==> src/design/rlim_pkg.sv <==
// Shared types and constants for the multi-scope login rate limiter.
// Used by rlim_cfg, rlim_ctrl and the top level; depends on nothing.
package rlim_pkg;

	localparam int KEY_BITS  = 32;
	localparam int TIME_BITS = 32;
	localparam int LIM_BITS  = 5;
	localparam int CAP_BITS  = 7;
	localparam int IDX_BITS  = 3;
	localparam int DATA_BITS = 32;
	localparam int NUM_SCOPES = 4;

	localparam logic [IDX_BITS-1:0] REG_LIMIT_GLOBAL   = 3'd0;
	localparam logic [IDX_BITS-1:0] REG_LIMIT_ADDRESS  = 3'd1;
	localparam logic [IDX_BITS-1:0] REG_LIMIT_IDENTITY = 3'd2;
	localparam logic [IDX_BITS-1:0] REG_LIMIT_PAIR     = 3'd3;
	localparam logic [IDX_BITS-1:0] REG_CAPACITY       = 3'd4;
	localparam logic [IDX_BITS-1:0] REG_WINDOW         = 3'd5;

	localparam logic [1:0] BSCOPE_GLOBAL   = 2'd0;
	localparam logic [1:0] BSCOPE_ADDRESS  = 2'd1;
	localparam logic [1:0] BSCOPE_IDENTITY = 2'd2;
	localparam logic [1:0] BSCOPE_PAIR     = 2'd3;

	localparam logic [2:0] LSCOPE_NONE = 3'd0;

	typedef struct packed {
		logic [NUM_SCOPES-1:0][LIM_BITS-1:0] limit;
		logic [CAP_BITS-1:0]                 capacity;
		logic [TIME_BITS-1:0]                window;
	} cfg_t;

endpackage

==> src/design/rlim_cfg.sv <==
// Configuration registers of the rate limiter and their effective values.
// Depends on rlim_pkg.
module rlim_cfg #(
	parameter int BUCKETS      = 64,
	parameter int MAX_ATTEMPTS = 16
) (
	input  logic                               clk,
	input  logic                               arst_n,
	input  logic                               cfg_valid,
	output logic                               cfg_ready,
	input  logic [rlim_pkg::IDX_BITS-1:0]      cfg_index,
	input  logic [rlim_pkg::DATA_BITS-1:0]     cfg_data,
	output rlim_pkg::cfg_t                     cfg_eff
);
	localparam int LB = rlim_pkg::LIM_BITS;
	localparam int CB = rlim_pkg::CAP_BITS;

	logic [rlim_pkg::NUM_SCOPES-1:0][LB-1:0] lim_q;
	logic [CB-1:0]                           cap_q;
	logic [rlim_pkg::TIME_BITS-1:0]          win_q;

	assign cfg_ready = 1'b1;

	always_ff @(posedge clk or negedge arst_n) begin
		if (!arst_n) begin
			lim_q[0] <= LB'(16);
			lim_q[1] <= LB'(8);
			lim_q[2] <= LB'(8);
			lim_q[3] <= LB'(4);
			cap_q    <= CB'(64);
			win_q    <= rlim_pkg::TIME_BITS'(60);
		end else if (cfg_valid && cfg_ready) begin
			unique case (cfg_index)
				rlim_pkg::REG_LIMIT_GLOBAL:   lim_q[0] <= cfg_data[LB-1:0];
				rlim_pkg::REG_LIMIT_ADDRESS:  lim_q[1] <= cfg_data[LB-1:0];
				rlim_pkg::REG_LIMIT_IDENTITY: lim_q[2] <= cfg_data[LB-1:0];
				rlim_pkg::REG_LIMIT_PAIR:     lim_q[3] <= cfg_data[LB-1:0];
				rlim_pkg::REG_CAPACITY:       cap_q    <= cfg_data[CB-1:0];
				rlim_pkg::REG_WINDOW:         win_q    <= cfg_data[rlim_pkg::TIME_BITS-1:0];
				default: ;
			endcase
		end
	end

	always_comb begin
		for (int s = 0; s < rlim_pkg::NUM_SCOPES; s++) begin
			if (lim_q[s] == '0)
				cfg_eff.limit[s] = LB'(1);
			else if (32'(lim_q[s]) > 32'(MAX_ATTEMPTS))
				cfg_eff.limit[s] = LB'(MAX_ATTEMPTS);
			else
				cfg_eff.limit[s] = lim_q[s];
		end
		if (cap_q < CB'(4))
			cfg_eff.capacity = CB'(4);
		else if (32'(cap_q) > 32'(BUCKETS))
			cfg_eff.capacity = CB'(BUCKETS);
		else
			cfg_eff.capacity = cap_q;
		cfg_eff.window = (win_q == '0) ? rlim_pkg::TIME_BITS'(1) : win_q;
	end

endmodule

==> config.mk <==
export PLATFORM = sky130hd
export DESIGN_NAME = rlim_cfg
export DESIGN_NICKNAME = d
export VERILOG_FILES = /design/src/design/rlim_pkg.sv /design/src/design/rlim_cfg.sv
export SDC_FILE = /design/constraint.sdc
export NUM_CORES = 1
export LEC_CHECK = 0
export BUFFER_PORTS_ARGS = -buffer_cell sky130_fd_sc_hd__clkbuf_2
export CORE_ASPECT_RATIO = 1.5
export CORE_MARGIN = 5
export CORE_UTILIZATION = 45
export DETAILED_ROUTE_END_ITERATION = 10
export PLACE_DENSITY = 0.85
export SYNTH_ARGS = -nofsm -noshare
export SYNTH_HDL_FRONTEND = slang
export SYNTH_SLANG_ARGS = --single-unit
==> constraint.sdc <==
create_clock -name clk -period 1.2 [get_ports clk]
set_input_delay 0.06 -clock clk [delete_from_list [all_inputs] [get_ports clk]]
set_output_delay 0.06 -clock clk [all_outputs]
set_load 0.1 [all_outputs]
Word level (Yosys, flattened, before mapping) --
Cells that the tools add are included.
Storage, ports and cells: RAM bits 0, word-level logic and storage cells 40, bits in read-only memories 0, memories 0, register bits after elaboration 59, bits of input ports 38, bits in latches 0, output and inout bits 60
Cells by class: $mul 0, shift operators 0, magnitude comparators 6, reduce and logical (&&, ||, !) cells 12, add/sub/neg operators 0, bitwise gates (word level) 0, mux-type cells 11, eq/ne operators 5, divide/modulo/power cells 0
Operators with widths (number):
- $mux W5 | 8
- $logic_not A32 Y1 | 1
- $mux W32 | 1
- $gt A5 B5 Y1 const B | 4
- $logic_not A5 Y1 | 4
- $mux W7 | 2
- $reduce_and A2 Y1 | 6
- $gt A7 B7 Y1 const B | 1
- $lt A7 B3 Y1 const B | 1
- $eq A3 B2 Y1 const B | 2
- $eq A3 B3 Y1 const B | 2
- $eq A3 B1 Y1 const B | 1
- $logic_not A3 Y1 | 1

Depth between registers and ports, before layout --
Gate-level depths: netlist (run 1).
depth after elaboration 3, depth in mapped cells 3, gate-level depth less buffers 3

Worst setup path before layout (run 1) --
Ideal clock, no wire load.
kind flip-flop to output port, from register win_q[25] (netlist bit), to output cfg_eff[0] (netlist bit), path buffers 0, cell stages (with the launch flop) 4, setup slack -1.028 ns, arrival time 2.168 ns, data required time 1.140 ns, cell sequence dfrtp_1 -> nor4_1 -> nand4_1 -> o21bai_1
RTL lines:
- from (decl) | RTL line rlim_cfg.sv:20 | logic [rlim_pkg::TIME_BITS-1:0] win_q;
- from (signal assigned) | RTL line rlim_cfg.sv:31 | win_q <= rlim_pkg::TIME_BITS'(60);
- from (signal assigned) | RTL line rlim_cfg.sv:39 | rlim_pkg::REG_WINDOW: win_q <= cfg_data[rlim_pkg::TIME_BITS-1:0];
- to (decl) | RTL line rlim_cfg.sv:13 | output rlim_pkg::cfg_t cfg_eff

==> results of run 1 <==
==> cell type report <==
cell class / instances / area share [%]
clock inverters: 1 / 0.101
flip-flops and latches: 59 / 30.0
multi-input cells: 111 / 25.0
clock buffers: 15 / 3.95
repair buffers: 170 / 39.0
inverters: 1 / 0.0755
well taps: 72 / 1.81
==> through the flow <==
stage	utilization [%]	hold slack, ns
2_1_floorplan	-	-0.236
3_3_place_gp	73.8	0.0835
3_5_place_dp	73.8	0.0991
4_1_cts	84.7	0.00287
5_1_grt	86.0	0.0839
6_report	86.0	0.0744
==> report_power, final <==
part,switching (mW),total (mW),internal (mW)
Combinational,4.40,7.16,2.76
Sequential,0.482,2.97,2.49
Clock,0.731,1.76,1.03
==> critical path, delay by kind of cell, from the launching register on <==
family          cells  cell delay (ns)
compound gates      1             0.20
buf+inv             1             0.19
flops               1             0.40
simple gates        2             0.52
==> what timing repair did <==
item                                   CTS  global route
endpoints found under the hold margin   76             1
resized for setup                       29             7
pin swaps                               13            10
setup endpoints to repair               32            30
setup buffers                            7             7
hold buffers                            27             1
==> worst max-delay path by stage <==
stage | end | slack, ns
after floorplan | cfg_eff[39] | -0.24
after global placement | cfg_eff[0] | -0.24
after detailed placement | cfg_eff[0] | -0.24
after CTS | cfg_eff[0] | -0.52
after global routing | cfg_eff[0] | -0.63
final | cfg_eff[0] | -0.50
==> placed cells by master, fill, tap and decap left out, types with 2 or more instances in the layout <==
cell type / synthesis / routed
buf_12: 0 / 52
nor2_2: 0 / 5
nor4_1: 8 / 4
nor2_4: 0 / 4
mux2_2: 59 / 59
clkbuf_2: 0 / 37
nor3_2: 1 / 4
dlygate4sd3_1: 0 / 28
dfstp_2: 9 / 9
nor2b_4: 0 / 15
and2_4: 0 / 2
buf_6: 0 / 8
and4bb_2: 2 / 2
nand4_1: 2 / 2
nor3_4: 0 / 2
buf_4: 1 / 44
nor4_2: 0 / 3
dfrtp_1: 50 / 47
clkbuf_8: 0 / 14
dfrtp_2: 0 / 3
==> cell families (layout without fill, tap and decap cells) <==
logic type | after synthesis | count (layout) | synth area share [%]
multiplexers | 59 | 59 | 25.1
other | 1 | 1 | 0.142
AO/OA/AOI/OAI | 2 | 2 | 0.473
flip-flops | 59 | 59 | 56.2
AND/OR/NAND/NOR | 49 | 49 | 12.0
buffers and inverters | 41 | 187 | 6.10
==> flip-flops by register name (all words and copies together) (netlist names) <==
register,count
win_q,32
cap_q,7
lim_q,20
==> routing by layer <==
metal  vias to the layer above  GRT usage, %  wire length (microns)  share of wire [%]
met5                         -             0                      0                  0
met4                         0          8.58                    117                1.5
met3                        10          4.06                    409                5.3
met2                        82          40.1                   4580                 59
met1                      1074          22.1                   2620                 34
li1                        981             -                      -                  -
==> impl_metrics.json, run 1 <==
{
  "status": "finished with violations",
  "violations": "setup timing",
  "rsz0062_at_grt": "true",
  "period_needed_ns": 1.70,
  "placed_cells": 374,
  "avgSynthCellArea_sq_um": 12.5,
  "synthArstFlopShare_pct": 100,
  "cts.htree.levels": 3,
  "cp.arrival_ns": 1.64,
  "clock-sinks": 59,
  "placedInstanceArea_sq_mm": 0.00427,
  "synth-seq-cells": 59,
  "hold_path_startpoint": "cfg_data[2]",
  "cts_buffers": 9,
  "first_iter_violations": 93,
  "core_sq_mm": 0.00579,
  "globalplace.congestion": 0.801,
  "pwr_density_cell_mw_per_mm2": 2390,
  "multi_input_area_sq_mm": 0.00124,
  "grt_pass1_wl_mm": 12.3,
  "clk_pin_slew_ns": 0.06,
  "via_per_inst": 5.00,
  "yosys.cell_count.top_type": "mux2_2",
  "cts_buffer_depth": 2,
  "final-seq-area_sq_mm": 0.00149,
  "dr.pass1.iters": 4,
  "io_pins": 98,
  "yosysTopAreaCell": "dfrtp_1",
  "root_buffer": "clkbuf_8",
  "hold_path_depth": 2,
  "area_delta_synth_final_pct": 87.9,
  "n_antenna_cell": 0,
  "synth_warnings": 0,
  "hold_viol": 0,
  "hold_path.class": "in -> reg",
  "portBuffers": 96,
  "r2r-end": "lim_q[17]$_DFFE_PN1P_",
  "grt_antenna_before_repair": 0,
  "die_w_microns": 72.6,
  "crit_slowest_cell": "dfrtp_1",
  "grt_max_degree": 60,
  "grt_pass1_vias": 2494,
  "fp.dieH_microns": 104,
  "r2r_start": "lim_q[17]$_DFFE_PN1P_",
  "r2r_slack_ns": 0.23,
  "ys_seq_area_share_pct": 56.2,
  "fin_setup_tns_ns": -3.80,
  "fmax_mhz": 587,
  "synth_area_leaders": "dfrtp_1, mux2_2, dfstp_2",
  "cp_data_required_time_ns": 1.14,
  "maxSlewViolCount": 0,
  "start_util_pct": 45.8,
  "wl_per_cell_microns": 18.0,
  "power.total_mw": 11.9,
  "ant_nets": 0,
  "startpoint_type": "register",
  "path_class": "reg -> out",
  "fin_ws_ns": -0.504,
  "min_period_over_period_pct": 142,
  "whs_endpoint": "cap_q[2]$_DFFE_PN0P_",
  "grt_usage_pct": 21.3,
  "num_rows": 34,
  "synth_cell_types": 22,
  "synth_ff_type": "dfrtp_1",
  "fin_worst_skew_ns": 0,
  "drive_above_1_share_pct": 75.6,
  "grt-ovfl-total": 0,
  "hpwlAfterDp_mm": 5.15,
  "synth_edf_count": 0,
  "clock_latency_ns": 0.34,
  "ir_worst_vdd_mv": 1.61,
  "crit_start": "win_q[7]$_DFFE_PN0P_",
  "worstSetupEndpointType": "primary output",
  "tritoncts": "built",
  "netlist_instances": 211,
  "cp_slowest_stage_delay_ns": 0.40,
  "syn_nets": 249,
  "nNetsFinal": 390,
  "stdcell_area_sq_mm": 0.00497,
  "fill_cells": 274,
  "reg2regPathDepth": 3,
  "leakage_nw": 2.26,
  "finalWirelength_mm": 7.72,
  "path_max_fanout": 2,
  "instances_no_fill": 429,
  "synthTopCellsByCount": "mux2_2, dfrtp_1, clkbuf_1",
  "num_vias": 2147,
  "max-cap-violations": 0,
  "syn-cell-area_sq_mm": 0.00265,
  "dp_slack_ns": -0.245,
  "cp_cell_sequence": "nor4_4 > nand4_1 > o21bai_4 > buf_12",
  "drc": 0,
  "setup_viol": 28,
  "dieArea_sq_mm": 0.00755,
  "synth_top_area_share_pct": 47.3
}
Power figures use the tool's default switching activity.
==> inputs of run 2 (changes only) <==
--- a/config.mk
+++ b/config.mk
@@ -13,2 +13,3 @@
 export PLACE_DENSITY = 0.85
+export SLEW_MARGIN = 20
 export SYNTH_ARGS = -nofsm -noshare
--- a/constraint.sdc
+++ b/constraint.sdc
@@ -3,2 +3,2 @@
 set_output_delay 0.06 -clock clk [all_outputs]
-set_load 0.1 [all_outputs]
+set_load 0.02 [all_outputs]
==> run 2 against run 1 <==
Against the previous run: the flow still finishes with violations (setup timing); critical path depth rose by 1; core utilization fell by 15 points; register-to-register slack got worse by 0.03 ns; cell count fell by 1.6%; largest cell class is now registers; wire length fell by 9.5%; non-clock buffer count fell by 7.
==> impl_metrics.json, run 2 (synthesis results as in run 1) <==
{
  "final_common_cell": "clkbuf_2",
  "grt_pass1_wl_mm": 11.0,
  "crit_start": "win_q[29]$_DFFE_PN0P_",
  "final_util_pct": 71.3,
  "grt-ovfl-total": 0,
  "hpwlAfterDp_mm": 4.49,
  "leakage_nw": 1.98,
  "ant_nets": 0,
  "r2r_start": "lim_q[11]$_DFFE_PN0P_",
  "drc": 0,
  "portBuffers": 96,
  "clock-sinks": 59,
  "io_pins": 98,
  "dr_wl_met2_mm": 3.87,
  "hold_ws_ns": 0.0753,
  "fin_worst_skew_ns": 0,
  "stdcell_area_sq_mm": 0.00413,
  "via_per_inst": 4.93,
  "cp_data_required_time_ns": 1.14,
  "grt_pass1_vias": 2262,
  "period_needed_ns": 1.64,
  "path_max_fanout": 2,
  "setup_viol": 17,
  "met1_length_mm": 2.43,
  "num_rows": 34,
  "clock_latency_ns": 0.33,
  "maxUsedRoutingLayer": "met4",
  "wl_met3_microns": 522,
  "violations": "setup timing",
  "pwr_density_cell_mw_per_mm2": 1790,
  "power.total_mw": 7.40,
  "ir_worst_vdd_mv": 1.16,
  "first_iter_violations": 69,
  "r2r-end": "lim_q[11]$_DFFE_PN0P_",
  "cp_slowest_stage_delay_ns": 0.38,
  "fmax_mhz": 608,
  "grt_antenna_before_repair": 0,
  "grt_usage_pct": 19.1,
  "max-cap-violations": 0,
  "top_register": "win_q",
  "min_period_over_period_pct": 137,
  "grt_max_degree": 60,
  "root_buffer": "clkbuf_8",
  "area_delta_synth_final_pct": 55.9,
  "maxSlewViolCount": 0,
  "r2r_slack_ns": 0.20,
  "cp.arrival_ns": 1.58,
  "cts.htree.levels": 3,
  "crit_top_cell": "buf_4",
  "startpoint_type": "register",
  "layout_common_cells": "clkbuf_2, mux2_2, dfrtp_1, buf_4, dlygate4sd3_1",
  "rsz0062_at_grt": "true",
  "largest_reg_flops": 32,
  "fin_ws_ns": -0.444,
  "crit_end": "cfg_eff[0]",
  "hold_viol": 0,
  "tritoncts": "built",
  "hold_path.class": "in -> reg",
  "finalWirelength_mm": 6.99,
  "globalplace.congestion": 0.759,
  "fp.dieH_microns": 104,
  "placed_cells": 369,
  "status": "finished with violations",
  "crit_slowest_cell": "dfrtp_1",
  "num_vias": 2082,
  "dieArea_sq_mm": 0.00755,
  "reg_top3": "win_q (32), lim_q (20), cap_q (7)",
  "instances_no_fill": 422,
  "cp_cell_sequence": "nor4_2 > buf_4 > nand4_1 > o21bai_1 > buf_4",
  "start_util_pct": 45.8,
  "n_antenna_cell": 0,
  "wl_per_cell_microns": 16.6,
  "drive_above_1_share_pct": 70.3,
  "placedInstanceArea_sq_mm": 0.00331,
  "worstSetupEndpointType": "primary output",
  "path_class": "reg -> out",
  "cts_buffer_depth": 2,
  "clk_pin_slew_ns": 0.07,
  "cts_buffers": 9,
  "dr.pass1.iters": 4,
  "nNetsFinal": 383,
  "core_sq_mm": 0.00579,
  "reg2regPathDepth": 3,
  "die_w_microns": 72.6
}
## run 2: changes by cell type in the layout (fill, tap and decap cells not counted), moves of 7 or more
cell and delta:
nor2_1 +9, nor2b_4 -7, buf_6 +9, buf_4 -7
nor2b_1 +7, clkbuf_2 +34, buf_12 -50
## run 2: critical path, delay by kind of cell (launching register included)
| kind | cells | cell delay (ns) |
|---|---|---|
| compound gates | 1 | 0.19 |
| simple gates | 2 | 0.37 |
| flops | 1 | 0.38 |
| buf+inv | 2 | 0.31 |
## run 2: routing by layer
metal | track usage, % | vias up
met4 | 8.18 | 0
li1 | - | 968
met5 | 0 | -
met3 | 6.77 | 15
met1 | 19.2 | 1018
met2 | 34.3 | 81
## run 2: final cells by class
cell class | instances | area, sq um
fill | 398 | 1660
sequential | 59 | 1490
timing repair buffer | 163 | 1230
multi-input combinational | 111 | 1120
clock buffer | 10 | 138
tap | 72 | 90.1
clock inverter | 6 | 55.1
inverter | 1 | 3.75
## run 2: how the worst min path moves through the flow
| stage | from | to | slack (ns) | cells past startpoint |
|---|---|---|---|---|
| after global placement | arst_n | lim_q[19]$_DFFE_PN0P_ | 0.09 | 2 |
| after detailed placement | arst_n | lim_q[19]$_DFFE_PN0P_ | 0.09 | 2 |
| final | cfg_data[0] | lim_q[10]$_DFFE_PN0P_ | 0.08 | 2 |
| after floorplan | arst_n | cap_q[0]$_DFFE_PN0P_ | -0.24 | 0 |
| after CTS | cfg_data[0] | lim_q[15]$_DFFE_PN0P_ | 0.07 | 2 |
| after global routing | cfg_data[1] | lim_q[11]$_DFFE_PN0P_ | 0.08 | 2 |
## run 2: repair_timing
item / 4_1_cts / 5_1_grt
setup buffers: 6 / 4
hold buffers: 28 / 0
pin swaps: 7 / 5
resized for setup: 25 / 70
endpoints found under the hold margin: 85 / 0
setup endpoints to repair: 17 / 22
## run 2: power breakdown
group	total, mW	internal (mW)	switching (mW)
combinational	2.76	1.49	1.27
sequential	2.88	2.49	0.395
clock	1.75	0.995	0.756
## run 2: through the flow
step	worst slack (ns)	TNS (ns)
6_report	-0.444	-1.44
2_1_floorplan	0.0419	0
3_3_place_gp	-0.209	-0.209
5_1_grt	-0.545	-2.56
3_5_place_dp	-0.214	-0.214
4_1_cts	-0.500	-1.69
==> inputs of run 3 (changes only) <==
Settings changed: CAP_MARGIN set to 20, CORE_UTILIZATION 45 to 35, PLACE_DENSITY 0.85 to 0.71.
==> run 3 against run 2 <==
Against the previous run: the flow still finishes with violations (setup timing); sequential share of layout area shrank 0.24 points; largest power group unchanged; critical path depth did not move; highest routed layer unchanged; worst setup slack improved by 0.017 ns; critical endpoint unchanged.
==> impl_metrics.json, run 3 (synthesis results as in run 1) <==
{
  "grt_antenna_before_repair": 0,
  "reg2regPathDepth": 2,
  "final_common_cell": "clkbuf_2",
  "final_util_pct": 55.2,
  "num_rows": 39,
  "hold_path_depth": 2,
  "core_sq_mm": 0.00751,
  "cts.htree.levels": 3,
  "power.internal_mw": 5.42,
  "n_antenna_cell": 0,
  "hold_ws_ns": 0.0122,
  "combPwrFrac_pct": 33.8,
  "via_per_inst": 4.53,
  "top_register": "win_q",
  "layout_common_cells": "clkbuf_2, mux2_2, dfrtp_1, buf_4, dlygate4sd3_1",
  "grt_max_degree": 60,
  "fill_cells": 640,
  "status": "finished with violations",
  "path_class": "reg -> out",
  "fmax_mhz": 615,
  "stdcell_area_sq_mm": 0.00415,
  "grt_usage_pct": 15.4,
  "finalWirelength_mm": 6.69,
  "num_vias": 2041,
  "first_iter_violations": 38,
  "dr.pass1.iters": 4,
  "instances_no_fill": 451,
  "fp.dieH_microns": 117,
  "period_needed_ns": 1.63,
  "nNetsFinal": 383,
  "ant_nets": 0,
  "leakage_nw": 1.98,
  "ir_worst_vdd_mv": 1.31,
  "fin_ws_ns": -0.426,
  "maxSlewViolCount": 0,
  "cp.arrival_ns": 1.57,
  "portBuffers": 96,
  "pwr-share-clk_pct": 29.6,
  "placedInstanceArea_sq_mm": 0.00339,
  "cp_data_required_time_ns": 1.14,
  "grt-ovfl-total": 0,
  "largest_reg_flops": 32,
  "tritoncts": "built",
  "worstSetupEndpointType": "primary output",
  "grt_pass1_vias": 2172,
  "clock-sinks": 59,
  "min_period_over_period_pct": 136,
  "grt_pass1_wl_mm": 10.7,
  "placed_cells": 404,
  "drive_above_1_share_pct": 68.8,
  "p_seq_share_pct": 36.6,
  "violations": "setup timing",
  "drc": 0,
  "clock_latency_ns": 0.31,
  "start_util_pct": 35.2,
  "globalplace.congestion": 0.719,
  "hold_viol": 0,
  "die_w_microns": 81.0,
  "root_buffer": "clkbuf_16",
  "switching_share_pct": 30.6,
  "power.total_mw": 7.81,
  "max-cap-violations": 0,
  "hold_path.class": "in -> reg",
  "reg_top3": "win_q (32), lim_q (20), cap_q (7)",
  "rsz0062_at_grt": "true",
  "fin_worst_skew_ns": 0,
  "wl_per_cell_microns": 14.8,
  "cts_buffer_depth": 2,
  "dieArea_sq_mm": 0.00944,
  "power.switching_mw": 2.39,
  "clk_pin_slew_ns": 0.05,
  "startpoint_type": "register",
  "io_pins": 98,
  "cts_buffers": 9,
  "hpwlAfterDp_mm": 4.58,
  "pwr_density_cell_mw_per_mm2": 1880,
  "path_max_fanout": 2,
  "setup_viol": 11,
  "area_delta_synth_final_pct": 56.8
}
-- run 3: cell types whose count changed in the layout (fill, tap and decap cells not counted), moves of 2 or more --
cell           previous run  this run
buf_2                     3         5
dlygate4sd3_1            28        26
nor2b_4                   8         4
clkbuf_8                 12         3
buf_4                    37        46
buf_6                    17         9
clkbuf_16                 0         9
clkbuf_2                 71        73
nor2b_1                   7        11
clkinv_2                  5         2
-- run 3: stage by stage --
step	worst slack [ns]	TNS (ns)
finish	-0.426	-1.03
floorplan	0.0419	0
CTS	-0.454	-1.23
global route	-0.496	-1.95
global placement	-0.118	-0.118
detailed placement	-0.149	-0.149
-- run 3: worst max-delay path, cell delays in order, from the launching register on --
cell      delay (ns)
dfrtp_1         0.38
nor4_2          0.27
buf_4           0.15
nand4_1         0.10
o21bai_1        0.19
buf_4           0.17
-- run 3: final cells by class --
cell class	instances	area [sq um]	share of cell area, %
flip-flops and latches	59	1490	35.9
repair buffers	163	1170	28.1
multi-input cells	111	1080	26.1
clock buffers	13	270	6.51
well taps	102	128	3.07
clock inverters	2	10.0	0.241
inverters	1	3.75	0.0904
-- run 3: power groups by stage --
stage / clock [mW] / sequential [mW] / combinational [mW]
finish: 2.32 / 2.86 / 2.64
detailed placement: 0 / 2.82 / 2.28
global placement: 0 / 2.79 / 2.26
global route: 2.46 / 2.93 / 2.84
CTS: 2.39 / 2.82 / 2.50
floorplan: 0 / 2.75 / 1.39
-- run 3: path summary, 6_finish.rpt --
kind,start,endpoint,slack [ns]
max,win_q[11]$_DFFE_PN0P_,cfg_eff[0],-0.43
min,cfg_data[6],cap_q[6]$_DFFE_PN1P_,0.01
max reg2reg,win_q[13]$_DFFE_PN0P_,win_q[13]$_DFFE_PN0P_,0.29
min reg2reg,lim_q[10]$_DFFE_PN0P_,lim_q[10]$_DFFE_PN0P_,0.51
max in group asynchronous,arst_n,lim_q[8]$_DFFE_PN1P_,0.61
min in group asynchronous,arst_n,lim_q[16]$_DFFE_PN0P_,0.29
-- run 3: timing repair --
action,4_1_cts,5_1_grt
setup endpoints to repair,11,23
hold endpoints to repair,75,0
setup buffers,5,1
hold buffers,26,0
resized for setup,20,55
gates cloned,0,0
pin swaps,5,4
-- run 3: per-layer routing --
metal | track usage (%) | routed length (microns)
met2 | 27.2 | 3530
met3 | 4.63 | 493
met5 | 0 | 0
met4 | 7.10 | 110
met1 | 16.8 | 2550
